`config.mk`:
```
export PLATFORM = sky130hd
export DESIGN_NAME = skid_steer_wheel_drive_controller
export DESIGN_NICKNAME = d
export VERILOG_FILES = /design/src/sswdc_pkg.sv /design/src/skid_steer_wheel_drive_controller.sv
export VERILOG_INCLUDE_DIRS = /design/src /design/src/src
export SDC_FILE = /design/constraint.sdc
export NUM_CORES = 2
export LEC_CHECK = 0
export BUFFER_PORTS_ARGS = -buffer_cell sky130_fd_sc_hd__clkbuf_2
export CELL_PAD_IN_SITES_DETAIL_PLACEMENT = 1
export CELL_PAD_IN_SITES_GLOBAL_PLACEMENT = 1
export CORE_UTILIZATION = 45
export DETAILED_ROUTE_END_ITERATION = 16
export PLACE_DENSITY = 0.84
export SETUP_SLACK_MARGIN = 0.1
export SYNTH_ARGS = -nofsm -noshare
export SYNTH_HDL_FRONTEND = slang
export SYNTH_SLANG_ARGS = --single-unit
```
`constraint.sdc`:
```
create_clock -name clk -period 35.2 [get_ports clk]
set_clock_uncertainty 0.05 [all_clocks]
set_input_delay 1.76 -clock clk [delete_from_list [all_inputs] [get_ports clk]]
set_output_delay 1.76 -clock clk [all_outputs]
set_load 0.005 [all_outputs]
```
`src/skid_steer_wheel_drive_controller_assert.svh`:
```
// ----------------------------------------------------------------------------
// skid steer wheel drive controller assertion macros
// concurrent checks on clk with arst_n, empty when SYNTHESIS is defined
// ----------------------------------------------------------------------------
`ifndef SKID_STEER_WHEEL_DRIVE_CONTROLLER_ASSERT_SVH
`define SKID_STEER_WHEEL_DRIVE_CONTROLLER_ASSERT_SVH
`ifndef SYNTHESIS
`define SSWDC_ASSERT(lbl, prop) \
	lbl: assert property (@(posedge clk) disable iff (!arst_n) prop) \
		else $error("sswdc check failed");
`define SSWDC_ASSERT_IMPL(lbl, ante, cons) \
	lbl: assert property (@(posedge clk) disable iff (!arst_n) (ante) |-> (cons)) \
		else $error("sswdc check failed");
`else
`define SSWDC_ASSERT(lbl, prop)
`define SSWDC_ASSERT_IMPL(lbl, ante, cons)
`endif
`endif

```
`src/sswdc_pkg.sv`:
```
// ----------------------------------------------------------------------------
// sswdc_pkg
// types, codes and constant tables of the skid steer wheel drive controller
// ----------------------------------------------------------------------------
package sswdc_pkg;

	localparam int THROTTLE_POINTS = 4;
	localparam int STEER_POINTS    = 7;
	localparam int TBL_SIZE        = THROTTLE_POINTS * STEER_POINTS;
	localparam int TI_W            = $clog2(THROTTLE_POINTS);
	localparam int SI_W            = $clog2(STEER_POINTS);
	localparam int TBL_IDX_W       = $clog2(TBL_SIZE);
	localparam int DIV_STEPS       = 14;
	localparam int DCNT_W          = $clog2(DIV_STEPS);

	localparam logic signed [15:0] CMD_ONE      = 16'sd16384;
	localparam logic [16:0]        EFFORT_LIMIT = 17'd100000;
	localparam logic [15:0]        TICK_MAX     = 16'hFFFF;

	localparam logic [1:0] MODE_THROTTLE = 2'd0;
	localparam logic [1:0] MODE_STEER    = 2'd1;
	localparam logic [1:0] MODE_TICK     = 2'd2;

	localparam logic REG_GAIN  = 1'b0;
	localparam logic REG_LIMIT = 1'b1;

	typedef enum logic [3:0] {
		ST_IDLE, ST_AREA, ST_AREA_LD, ST_WGT, ST_TAB, ST_ACC,
		ST_DIV_INIT, ST_DIV, ST_DIV_END, ST_EMUL, ST_ERND, ST_DONE
	} sswdc_state_t;

	function automatic logic signed [15:0] thr_bp(input logic [TI_W-1:0] i);
		case (i)
			2'd0: thr_bp = 16'sd0;
			2'd1: thr_bp = 16'sd6554;
			2'd2: thr_bp = 16'sd11469;
			2'd3: thr_bp = 16'sd16384;
			default: thr_bp = 16'sd0;
		endcase
	endfunction

	function automatic logic signed [15:0] steer_bp(input logic [SI_W-1:0] i);
		case (i)
			3'd0: steer_bp = -16'sd16384;
			3'd1: steer_bp = -16'sd11469;
			3'd2: steer_bp = -16'sd6554;
			3'd3: steer_bp = 16'sd0;
			3'd4: steer_bp = 16'sd6554;
			3'd5: steer_bp = 16'sd11469;
			3'd6: steer_bp = 16'sd16384;
			default: steer_bp = 16'sd0;
		endcase
	endfunction

	// linear speed, Q3.12, row major by throttle
	function automatic logic signed [15:0] lin_tab(input logic [TBL_IDX_W-1:0] i);
		case (i)
			5'd0:  lin_tab = 16'sd1638;  5'd1:  lin_tab = 16'sd696;
			5'd2:  lin_tab = 16'sd0;     5'd3:  lin_tab = 16'sd0;
			5'd4:  lin_tab = 16'sd0;     5'd5:  lin_tab = 16'sd696;
			5'd6:  lin_tab = 16'sd1638;  5'd7:  lin_tab = 16'sd573;
			5'd8:  lin_tab = 16'sd655;   5'd9:  lin_tab = 16'sd942;
			5'd10: lin_tab = 16'sd819;   5'd11: lin_tab = 16'sd737;
			5'd12: lin_tab = 16'sd655;   5'd13: lin_tab = 16'sd573;
			5'd14: lin_tab = 16'sd2662;  5'd15: lin_tab = 16'sd2867;
			5'd16: lin_tab = 16'sd3072;  5'd17: lin_tab = 16'sd3277;
			5'd18: lin_tab = 16'sd3072;  5'd19: lin_tab = 16'sd2867;
			5'd20: lin_tab = 16'sd2662;  5'd21: lin_tab = 16'sd4915;
			5'd22: lin_tab = 16'sd5325;  5'd23: lin_tab = 16'sd5734;
			5'd24: lin_tab = 16'sd6144;  5'd25: lin_tab = 16'sd5734;
			5'd26: lin_tab = 16'sd5325;  5'd27: lin_tab = 16'sd4915;
			default: lin_tab = 16'sd0;
		endcase
	endfunction

	// turn rate, Q3.12, row major by throttle
	function automatic logic signed [15:0] turn_tab(input logic [TBL_IDX_W-1:0] i);
		case (i)
			5'd0:  turn_tab = -16'sd4997; 5'd1:  turn_tab = -16'sd983;
			5'd2:  turn_tab = 16'sd0;     5'd3:  turn_tab = 16'sd0;
			5'd4:  turn_tab = 16'sd0;     5'd5:  turn_tab = 16'sd983;
			5'd6:  turn_tab = 16'sd4997;  5'd7:  turn_tab = -16'sd5407;
			5'd8:  turn_tab = -16'sd1393; 5'd9:  turn_tab = -16'sd410;
			5'd10: turn_tab = 16'sd0;     5'd11: turn_tab = 16'sd410;
			5'd12: turn_tab = 16'sd1393;  5'd13: turn_tab = 16'sd5407;
			5'd14: turn_tab = -16'sd5571; 5'd15: turn_tab = -16'sd1556;
			5'd16: turn_tab = -16'sd573;  5'd17: turn_tab = 16'sd0;
			5'd18: turn_tab = 16'sd573;   5'd19: turn_tab = 16'sd1556;
			5'd20: turn_tab = 16'sd5571;  5'd21: turn_tab = -16'sd5734;
			5'd22: turn_tab = -16'sd1720; 5'd23: turn_tab = -16'sd737;
			5'd24: turn_tab = 16'sd0;     5'd25: turn_tab = 16'sd737;
			5'd26: turn_tab = 16'sd1720;  5'd27: turn_tab = 16'sd5734;
			default: turn_tab = 16'sd0;
		endcase
	endfunction

endpackage

```
`src/skid_steer_wheel_drive_controller.sv`:
```
// ----------------------------------------------------------------------------
// skid steer wheel drive controller
// table-mapped throttle/steering to wheel efforts with p control per wheel
// ----------------------------------------------------------------------------
// input beats on s_*: tuser holds the mode (throttle, steering, tick),
// tdata holds command value and the two measured wheel rates.
// throttle and steering beats update their command and give no result.
// a tick beat gives one result beat on m_*: right and left effort in tdata,
// the stale flag in tuser.
// in a tick one shared multiplier forms the cell weights and products (steps
// WGT, TAB and ACC per corner, four corners per table) and a restoring
// divider gives 14 quotient bits per table; each of the two efforts takes
// an EMUL and an ERND step. s_tready is low while a tick is in work.
// when m_tready is low the finished result waits in the output register and
// a new tick is taken, then it holds in its last step until the register frees.
// reset clears both commands and the tick counter and loads gain 1200 and a
// stale limit of 300. registers: wheel_gain at 0x0, stale_limit_ticks at 0x4.
// ----------------------------------------------------------------------------
`include "skid_steer_wheel_drive_controller_assert.svh"

module skid_steer_wheel_drive_controller (
	input  logic        clk,
	input  logic        arst_n,
	input  logic        s_tvalid,
	output logic        s_tready,
	input  logic [47:0] s_tdata,   // command_value, right_wheel_speed, left_wheel_speed
	input  logic [1:0]  s_tuser,   // mode
	output logic        m_tvalid,
	input  logic        m_tready,
	output logic [39:0] m_tdata,   // right_effort, left_effort, zero pad
	output logic        m_tuser,   // commands_stale
	input  logic        psel,
	input  logic        penable,
	input  logic        pwrite,
	input  logic [2:0]  paddr,
	input  logic [31:0] pwdata,
	output logic [31:0] prdata,
	output logic        pready
);
	import sswdc_pkg::*;

	sswdc_state_t state_q, state_d;

	logic signed [15:0] throttle_q, steer_q;
	logic [15:0] tick_cnt_q, gain_q, limit_q;
	logic m_tvalid_q;
	logic [1:0] corner_q;
	logic tbl_q, side_q;
	logic [DCNT_W-1:0] dcnt_q;

	logic signed [44:0] prod_q;
	logic [25:0] area_q;
	logic signed [39:0] acc_q;
	logic [39:0] rem_q, dsh_q;
	logic [DIV_STEPS-1:0] quo_q;
	logic neg_q, stale_q;
	logic signed [15:0] lin_q, ang_q, rspd_q, lspd_q;
	logic signed [17:0] reff_q, leff_q, m_reff_q, m_leff_q;
	logic m_stale_q;

	logic in_acc, cfg_wr, out_load;
	logic signed [15:0] cmd_clamp, t_cl;
	logic [15:0] tick_next;
	logic tick_stale;
	logic [TI_W-1:0] ti, ti1, row;
	logic [SI_W-1:0] si, si1, col;
	logic [13:0] wt, ws, dt, ds, wa, wb;
	logic signed [15:0] d16;
	logic [TBL_IDX_W-1:0] tab_idx;
	logic signed [15:0] tab_val;
	logic signed [27:0] mul_a;
	logic signed [16:0] mul_b;
	logic signed [44:0] prod_w;
	logic signed [23:0] lin20, ang15, ref4, err4, spd64;
	logic [39:0] acc_mag;
	logic [44:0] pmag, rsum;
	logic [30:0] rmag;
	logic [16:0] lim;
	logic signed [17:0] eff;

	assign in_acc   = s_tvalid && s_tready;
	assign cfg_wr   = psel && penable && pwrite && pready;
	assign pready   = 1'b1;
	assign prdata   = (paddr[2] == REG_LIMIT) ? {16'b0, limit_q} : {16'b0, gain_q};
	assign m_tvalid = m_tvalid_q;
	assign m_tdata  = {4'b0, m_leff_q, m_reff_q};
	assign m_tuser  = m_stale_q;
	assign out_load = (state_q == ST_DONE) && (!m_tvalid_q || m_tready);

	// command clamp and staleness on the incoming beat
	always_comb begin
		if ($signed(s_tdata[15:0]) > CMD_ONE) begin
			cmd_clamp = CMD_ONE;
		end else if ($signed(s_tdata[15:0]) < -CMD_ONE) begin
			cmd_clamp = -CMD_ONE;
		end else begin
			cmd_clamp = $signed(s_tdata[15:0]);
		end
		tick_next  = (tick_cnt_q == TICK_MAX) ? tick_cnt_q : tick_cnt_q + 16'd1;
		tick_stale = tick_next > limit_q;
	end

	// cell search and weights, reverse throttle reads as zero
	always_comb begin
		t_cl = throttle_q[15] ? 16'sd0 : throttle_q;
		ti = '0;
		for (int i = 1; i < THROTTLE_POINTS - 1; i++) begin
			if (t_cl >= thr_bp(TI_W'(i))) ti = TI_W'(i);
		end
		si = '0;
		for (int i = 1; i < STEER_POINTS - 1; i++) begin
			if (steer_q >= steer_bp(SI_W'(i))) si = SI_W'(i);
		end
		ti1 = ti + TI_W'(1);
		si1 = si + SI_W'(1);
		d16 = thr_bp(ti1) - thr_bp(ti);
		wt  = d16[13:0];
		d16 = steer_bp(si1) - steer_bp(si);
		ws  = d16[13:0];
		d16 = t_cl - thr_bp(ti);
		dt  = d16[13:0];
		d16 = steer_q - steer_bp(si);
		ds  = d16[13:0];
		wa  = corner_q[1] ? dt : wt - dt;
		wb  = corner_q[0] ? ds : ws - ds;
		row = corner_q[1] ? ti1 : ti;
		col = corner_q[0] ? si1 : si;
		tab_idx = TBL_IDX_W'(row) * TBL_IDX_W'(STEER_POINTS) + TBL_IDX_W'(col);
		tab_val = tbl_q ? turn_tab(tab_idx) : lin_tab(tab_idx);
	end

	// wheel rate error, ref4 = 20*v +- 15*w against speed scaled to q12
	always_comb begin
		lin20 = (24'(lin_q) <<< 4) + (24'(lin_q) <<< 2);
		ang15 = (24'(ang_q) <<< 4) - 24'(ang_q);
		ref4  = side_q ? lin20 - ang15 : lin20 + ang15;
		spd64 = side_q ? (24'(lspd_q) <<< 6) : (24'(rspd_q) <<< 6);
		err4  = ref4 - spd64;
	end

	// shared multiplier
	always_comb begin
		case (state_q)
			ST_AREA: begin
				mul_a = signed'({14'b0, wt});
				mul_b = signed'({3'b0, ws});
			end
			ST_WGT: begin
				mul_a = signed'({14'b0, wa});
				mul_b = signed'({3'b0, wb});
			end
			ST_TAB: begin
				mul_a = signed'({2'b0, prod_q[25:0]});
				mul_b = {tab_val[15], tab_val};
			end
			ST_EMUL: begin
				mul_a = 28'(err4);
				mul_b = signed'({1'b0, gain_q});
			end
			default: begin
				mul_a = '0;
				mul_b = '0;
			end
		endcase
		prod_w = mul_a * mul_b;
	end

	// rounding of the effort product, ties away from zero, then saturation
	always_comb begin
		acc_mag = acc_q[39] ? 40'(-acc_q) : 40'(acc_q);
		pmag    = prod_q[44] ? 45'(-prod_q) : 45'(prod_q);
		rsum    = pmag + 45'd8192;
		rmag    = rsum[44:14];
		lim     = (rmag > 31'(EFFORT_LIMIT)) ? EFFORT_LIMIT : rmag[16:0];
		eff     = prod_q[44] ? -signed'({1'b0, lim}) : signed'({1'b0, lim});
	end

	// sequencer
	always_comb begin
		state_d  = state_q;
		s_tready = 1'b0;
		case (state_q)
			ST_IDLE: begin
				s_tready = 1'b1;
				if (s_tvalid && (s_tuser == MODE_TICK)) state_d = ST_AREA;
			end
			ST_AREA:    state_d = ST_AREA_LD;
			ST_AREA_LD: state_d = ST_WGT;
			ST_WGT:     state_d = ST_TAB;
			ST_TAB:     state_d = ST_ACC;
			ST_ACC:     state_d = (corner_q == 2'd3) ? ST_DIV_INIT : ST_WGT;
			ST_DIV_INIT: state_d = ST_DIV;
			ST_DIV: begin
				if (dcnt_q == DCNT_W'(DIV_STEPS - 1)) state_d = ST_DIV_END;
			end
			ST_DIV_END: state_d = tbl_q ? ST_EMUL : ST_WGT;
			ST_EMUL:    state_d = ST_ERND;
			ST_ERND:    state_d = side_q ? ST_DONE : ST_EMUL;
			ST_DONE: begin
				if (out_load) state_d = ST_IDLE;
			end
			default: state_d = ST_IDLE;
		endcase
	end

	always_ff @(posedge clk or negedge arst_n) begin
		if (!arst_n) begin
			state_q <= ST_IDLE;
		end else begin
			state_q <= state_d;
		end
	end

	// control state
	always_ff @(posedge clk or negedge arst_n) begin
		if (!arst_n) begin
			throttle_q <= '0;
			steer_q    <= '0;
			tick_cnt_q <= '0;
			gain_q     <= 16'd1200;
			limit_q    <= 16'd300;
			m_tvalid_q <= 1'b0;
			corner_q   <= '0;
			tbl_q      <= 1'b0;
			side_q     <= 1'b0;
			dcnt_q     <= '0;
		end else begin
			if (cfg_wr) begin
				if (paddr[2] == REG_GAIN) gain_q <= pwdata[15:0];
				else limit_q <= pwdata[15:0];
			end
			if (in_acc) begin
				case (s_tuser)
					MODE_THROTTLE: begin
						throttle_q <= cmd_clamp;
						tick_cnt_q <= '0;
					end
					MODE_STEER: begin
						steer_q    <= cmd_clamp;
						tick_cnt_q <= '0;
					end
					MODE_TICK: begin
						tick_cnt_q <= tick_next;
						tbl_q      <= 1'b0;
						if (tick_stale) begin
							throttle_q <= '0;
							steer_q    <= '0;
						end
					end
					default: ;
				endcase
			end
			case (state_q)
				ST_AREA_LD:  corner_q <= '0;
				ST_ACC:      corner_q <= corner_q + 2'd1;
				ST_DIV_INIT: dcnt_q   <= '0;
				ST_DIV:      dcnt_q   <= dcnt_q + DCNT_W'(1);
				ST_DIV_END: begin
					tbl_q    <= 1'b1;
					side_q   <= 1'b0;
					corner_q <= '0;
				end
				ST_ERND: side_q <= 1'b1;
				default: ;
			endcase
			if (out_load) m_tvalid_q <= 1'b1;
			else if (m_tready) m_tvalid_q <= 1'b0;
		end
	end

	// datapath
	always_ff @(posedge clk) begin
		if (in_acc && (s_tuser == MODE_TICK)) begin
			rspd_q  <= $signed(s_tdata[31:16]);
			lspd_q  <= $signed(s_tdata[47:32]);
			stale_q <= tick_stale;
		end
		case (state_q)
			ST_AREA, ST_WGT, ST_TAB, ST_EMUL: prod_q <= prod_w;
			ST_AREA_LD: begin
				area_q <= prod_q[25:0];
				acc_q  <= '0;
			end
			ST_ACC: acc_q <= acc_q + prod_q[39:0];
			ST_DIV_INIT: begin
				neg_q <= acc_q[39];
				rem_q <= acc_mag + 40'(area_q >> 1);
				dsh_q <= 40'(area_q) << (DIV_STEPS - 1);
				quo_q <= '0;
			end
			ST_DIV: begin
				if (rem_q >= dsh_q) begin
					rem_q <= rem_q - dsh_q;
					quo_q <= {quo_q[DIV_STEPS-2:0], 1'b1};
				end else begin
					quo_q <= {quo_q[DIV_STEPS-2:0], 1'b0};
				end
				dsh_q <= dsh_q >> 1;
			end
			ST_DIV_END: begin
				acc_q <= '0;
				if (tbl_q) ang_q <= neg_q ? -16'(quo_q) : 16'(quo_q);
				else lin_q <= neg_q ? -16'(quo_q) : 16'(quo_q);
			end
			ST_ERND: begin
				if (side_q) leff_q <= eff;
				else reff_q <= eff;
			end
			default: ;
		endcase
		if (out_load) begin
			m_reff_q  <= reff_q;
			m_leff_q  <= leff_q;
			m_stale_q <= stale_q;
		end
	end

	`SSWDC_ASSERT_IMPL(a_busy_no_ready, state_q != ST_IDLE, !s_tready)
	`SSWDC_ASSERT(a_tick_starts, (in_acc && (s_tuser == MODE_TICK)) |=> (state_q == ST_AREA))
	`SSWDC_ASSERT_IMPL(a_div_bound, state_q == ST_DIV, dcnt_q <= DCNT_W'(DIV_STEPS - 1))
	`SSWDC_ASSERT_IMPL(a_stale_zero, (state_q == ST_DONE) && stale_q, (throttle_q == 16'sd0) && (steer_q == 16'sd0))
	`SSWDC_ASSERT_IMPL(a_eff_range, m_tvalid_q, (m_reff_q <= 18'sd100000) && (m_reff_q >= -18'sd100000))

endmodule

```
==> run summary <==
The flow ran to the end, and the final reports show no timing, DRC or antenna violations. The worst path uses 42.2% of the clock period. The latest clock arrival within the worst-skew pair came out at 0.65 ns. Summing all multi-input logic gate instances after layout gives 34600 um2.

The number of clock sinks is 436, and the number of max-cap violations is 0. The setup violation total in the final timing report is 0. The worst setup path is captured at a register. The tools report the setup slack of the worst register-to-register path as 20.34 ns.

Cells fill 49.3% of the core in the end. The number of hold buffers added after CTS was 0. Pin placement for this block handled 168 I/O pins. The initial antenna violation count is 2, and the count of flip-flops with a built-in enable after synthesis is 343. The initial utilization of the core area, before any placement, comes to 45.6%.

The number of setup buffers added after CTS is 0. Measured along the x axis, the die boundary spans 338 um. Height of the die: 338 um. Setup repair after global routing left no endpoint under its margin. No sink is reached through more buffers than the 3 on the longest clock path. The via count of the first global-routing pass is 45879.

Data on the critical path is required at its endpoint by 35.52 ns. At the worst endpoint, the arrival time is 15.18 ns. The path class of the tightest hold or removal check is reg -> reg.

The worst setup path is of the reg -> reg kind. The tools report the first-pass iteration count of the detailed router as 5. Compared with the post-synthesis result, the final layout area differs by 8.03%. The final route contains 42302 vias.

The core region is 111000 um2. Of all nets on the critical path, the largest fanout is 63. The number of buffers inserted during clock tree synthesis was 53; the relative max-transition margin was 16.1%. In the synthesized netlist the dominant register cell turns out to be edfxtp_1. The share of flip-flops with an asynchronous set or reset after synthesis was 21.3%. The HPWL after detailed placement is 125000 um. CTS built an H-tree with a depth of 2. Subtracting the final worst setup slack from the clock period gives 14.86 ns.

The total global routing overflow is 0, and the number of gates given a new drive strength after cts is 0. The die covers 114000 um2. The actual transition at the worst max-transition pin is 1.26 ns. The number of standard-cell rows in the floorplan is 122, and the synthesized area divided by synthesized cell count is 9.03 um2.

The ratio of routed vias to standard cells was 5.88; the highest cell delay on the worst timing path was 0.98 ns. The run gives 159000 um as the overall routed net length. STA classifies the critical path startpoint as a register. The tools report the launch point of the worst reg-to-reg path as steer_q[1]. The fmax came out at 67.3 MHz. In the final timing run, aggregate negative setup slack is 0 ns.

The post-synth design cell area came out at 50700 um2. Yosys attributes the largest share of cell area to edfxtp_1 (20%), fa_1 (18%), ha_1 (9.8%). Entering global routing, the biggest net connects 64 pins. The wire length per cell after detailed routing is 22.2 um. Number of distinct library cells after synthesis: 99. The max-slew violation total from the final report is 0, and the placed instance area is 53000 um2. Counting cells, the worst reg-to-reg path comes to 44.

The first-pass GRT wire length is 253000 um. The path with the worst hold slack has its endpoint at m_reff_q[12]. The all-layer global routing usage was 28.2%; the yosys synthesis warning count was 0.

For this block, the initial DRC count from the detailed router was 2933. The tools report the root cell of the clock tree as clkbuf_16. TritonCTS built the clock tree.

The top-area cell type share of the netlist area was 20.3%; the number of routed nets with antenna violations was 0. For the number of nets in the final layout, the log shows 6609. The worst hold path was traced through 0 stages. In the final layout, flip-flops and latches occupy 12600 um2. Synthesis-stage register bit count: 436. At the end of routability-driven placement, the weighted congestion stood at 0.923.

edfxtp_1 takes more of the synthesized area than any other cell. The clock transition at the registers of the reported paths is 0.06 ns, and the final cell area excluding filler cells is 54800 um2. In this run the critical register-to-register path is captured at prod_q[43]. Summing the sequential cell areas from Yosys gives 24.9% of the chip area. Counting the fill cells in the layout gives 13008. After detailed routing, the number of remaining DRC violations is 0.

The share of final-layout standard cells stronger than drive strength 1 came out at 8.19%. The launch instance of the worst min-delay path was reff_q[12]. The number of failing hold endpoints at the final stage is 0, and the count of buffers inserted at the top-level ports is 128.

The slowest stage of the critical path is the nand2_1 cell. Synthesis handed over a netlist of 5616 instances.
worst max-delay path, delay by kind of cell, from the launching register on:
kind,cells,cell delay (ns)
flip-flops,1,0.49
buffers and inverters,9,1.97
AO/OA/AOI/OAI,17,4.47
AND/OR/NAND/NOR,6,1.79
XOR/XNOR,1,0.19
adder cells (fa/ha/maj),11,5.52
placed cells by master, fill, tap and decap left out, types with 14 or more instances in the layout:
cell       count
a211o_1       25
a211oi_1      31
a21boi_0      19
a21o_1       107
a21oi_1      310
a22o_1        17
a31oi_1       42
and2_1        82
and3_1        37
buf_4         69
clkbuf_16     55
clkbuf_2     127
clkinv_2      14
conb_1        26
dfrtp_1       84
edfxtp_1     343
fa_1         463
ha_1         396
inv_1        727
mux2_2        93
mux2i_1       43
nand2_1      618
nand2b_1      65
nand3_1       87
nand4_1       44
nor2_1       412
nor2b_1       58
nor3_1        94
nor4_1        23
o211ai_1      33
o21a_1        50
o21ai_0      290
o21bai_1      49
o311ai_0      14
o31ai_1       42
or2_2         19
or3_1         38
or4_1         15
xnor2_1      239
xor2_1       113
through the flow:
step,hold slack [ns],setup WS (ns),std cells
finish,0.370,20.34,7191
global route,0.374,19.57,7190
CTS,0.368,20.58,7190
detailed placement,0.356,20.63,7090
global placement,0.352,20.95,7090
floorplan,0.350,22.88,5640
layout make-up:
cell class                 instances  area share [%]
clock inverter                    38           0.676
sequential                       436            23.1
antenna                            1         0.00457
multi-input combinational       4238            63.2
timing repair buffer             196            2.11
tap                             1488            3.40
clock buffer                      62            2.56
inverter                         732            5.02
logic make-up after synthesis:
| kind of cell | synth area share [%] |
|---|---|
| AND/OR/NAND/NOR | 15.3 |
| multiplexers | 2.91 |
| adder cells (fa/ha/maj) | 28.1 |
| flip-flops | 24.9 |
| XOR/XNOR | 6.15 |
| AO/OA/AOI/OAI | 15.2 |
| buffers and inverters | 7.39 |
| other | 0.0148 |
how the worst max path moves through the flow:
stage / cells after the start / slack [ns] / end / from
after floorplan: 51 / 22.88 / prod_q[44] / steer_q[1]
after global placement: 45 / 20.95 / prod_q[44] / steer_q[1]
after detailed placement: 45 / 20.63 / prod_q[44] / steer_q[1]
after CTS: 45 / 20.58 / prod_q[44] / steer_q[1]
after global routing: 45 / 19.57 / prod_q[43] / steer_q[1]
final: 44 / 20.34 / prod_q[43] / steer_q[1]
routing by layer:
| layer | routed length [um] | up-vias | global-route usage, % |
|---|---|---|---|
| met4 | 6470 | 4 | 11.2 |
| li1 | - | 19172 | - |
| met1 | 65300 | 21511 | 35.1 |
| met3 | 9170 | 357 | 3.95 |
| met2 | 78400 | 1258 | 49.2 |
| met5 | 27 | - | 0 |
flip-flops by register name, summed over array words and instances (netlist names), 18 cells and up:
| name | flops |
|---|---|
| m_reff_q | 18 |
| prod_q | 45 |
| dsh_q | 39 |
| rem_q | 40 |
| reff_q | 18 |
| leff_q | 18 |
| m_leff_q | 18 |
| area_q | 26 |
| acc_q | 40 |
cells in the mapped netlist (all sizes together) (42+ instances only):
cell,n
o21bai,49
nand4,44
a31oi,42
xor2,115
nor3,99
nand2b,65
o21a,50
nand3,89
a21oi,313
ha,396
clkbuf,185
dfrtp,85
inv,730
mux2i,43
nand2,620
and2,82
buf,49
fa,464
nor2,417
edfxtp,343
xnor2,240
mux2,93
nor2b,59
o21ai,300
o31ai,44
a21o,107
Power is left out: the tool's default activity adds up to more than one toggle a clock period on the data nets, which glitch-free logic cannot reach.
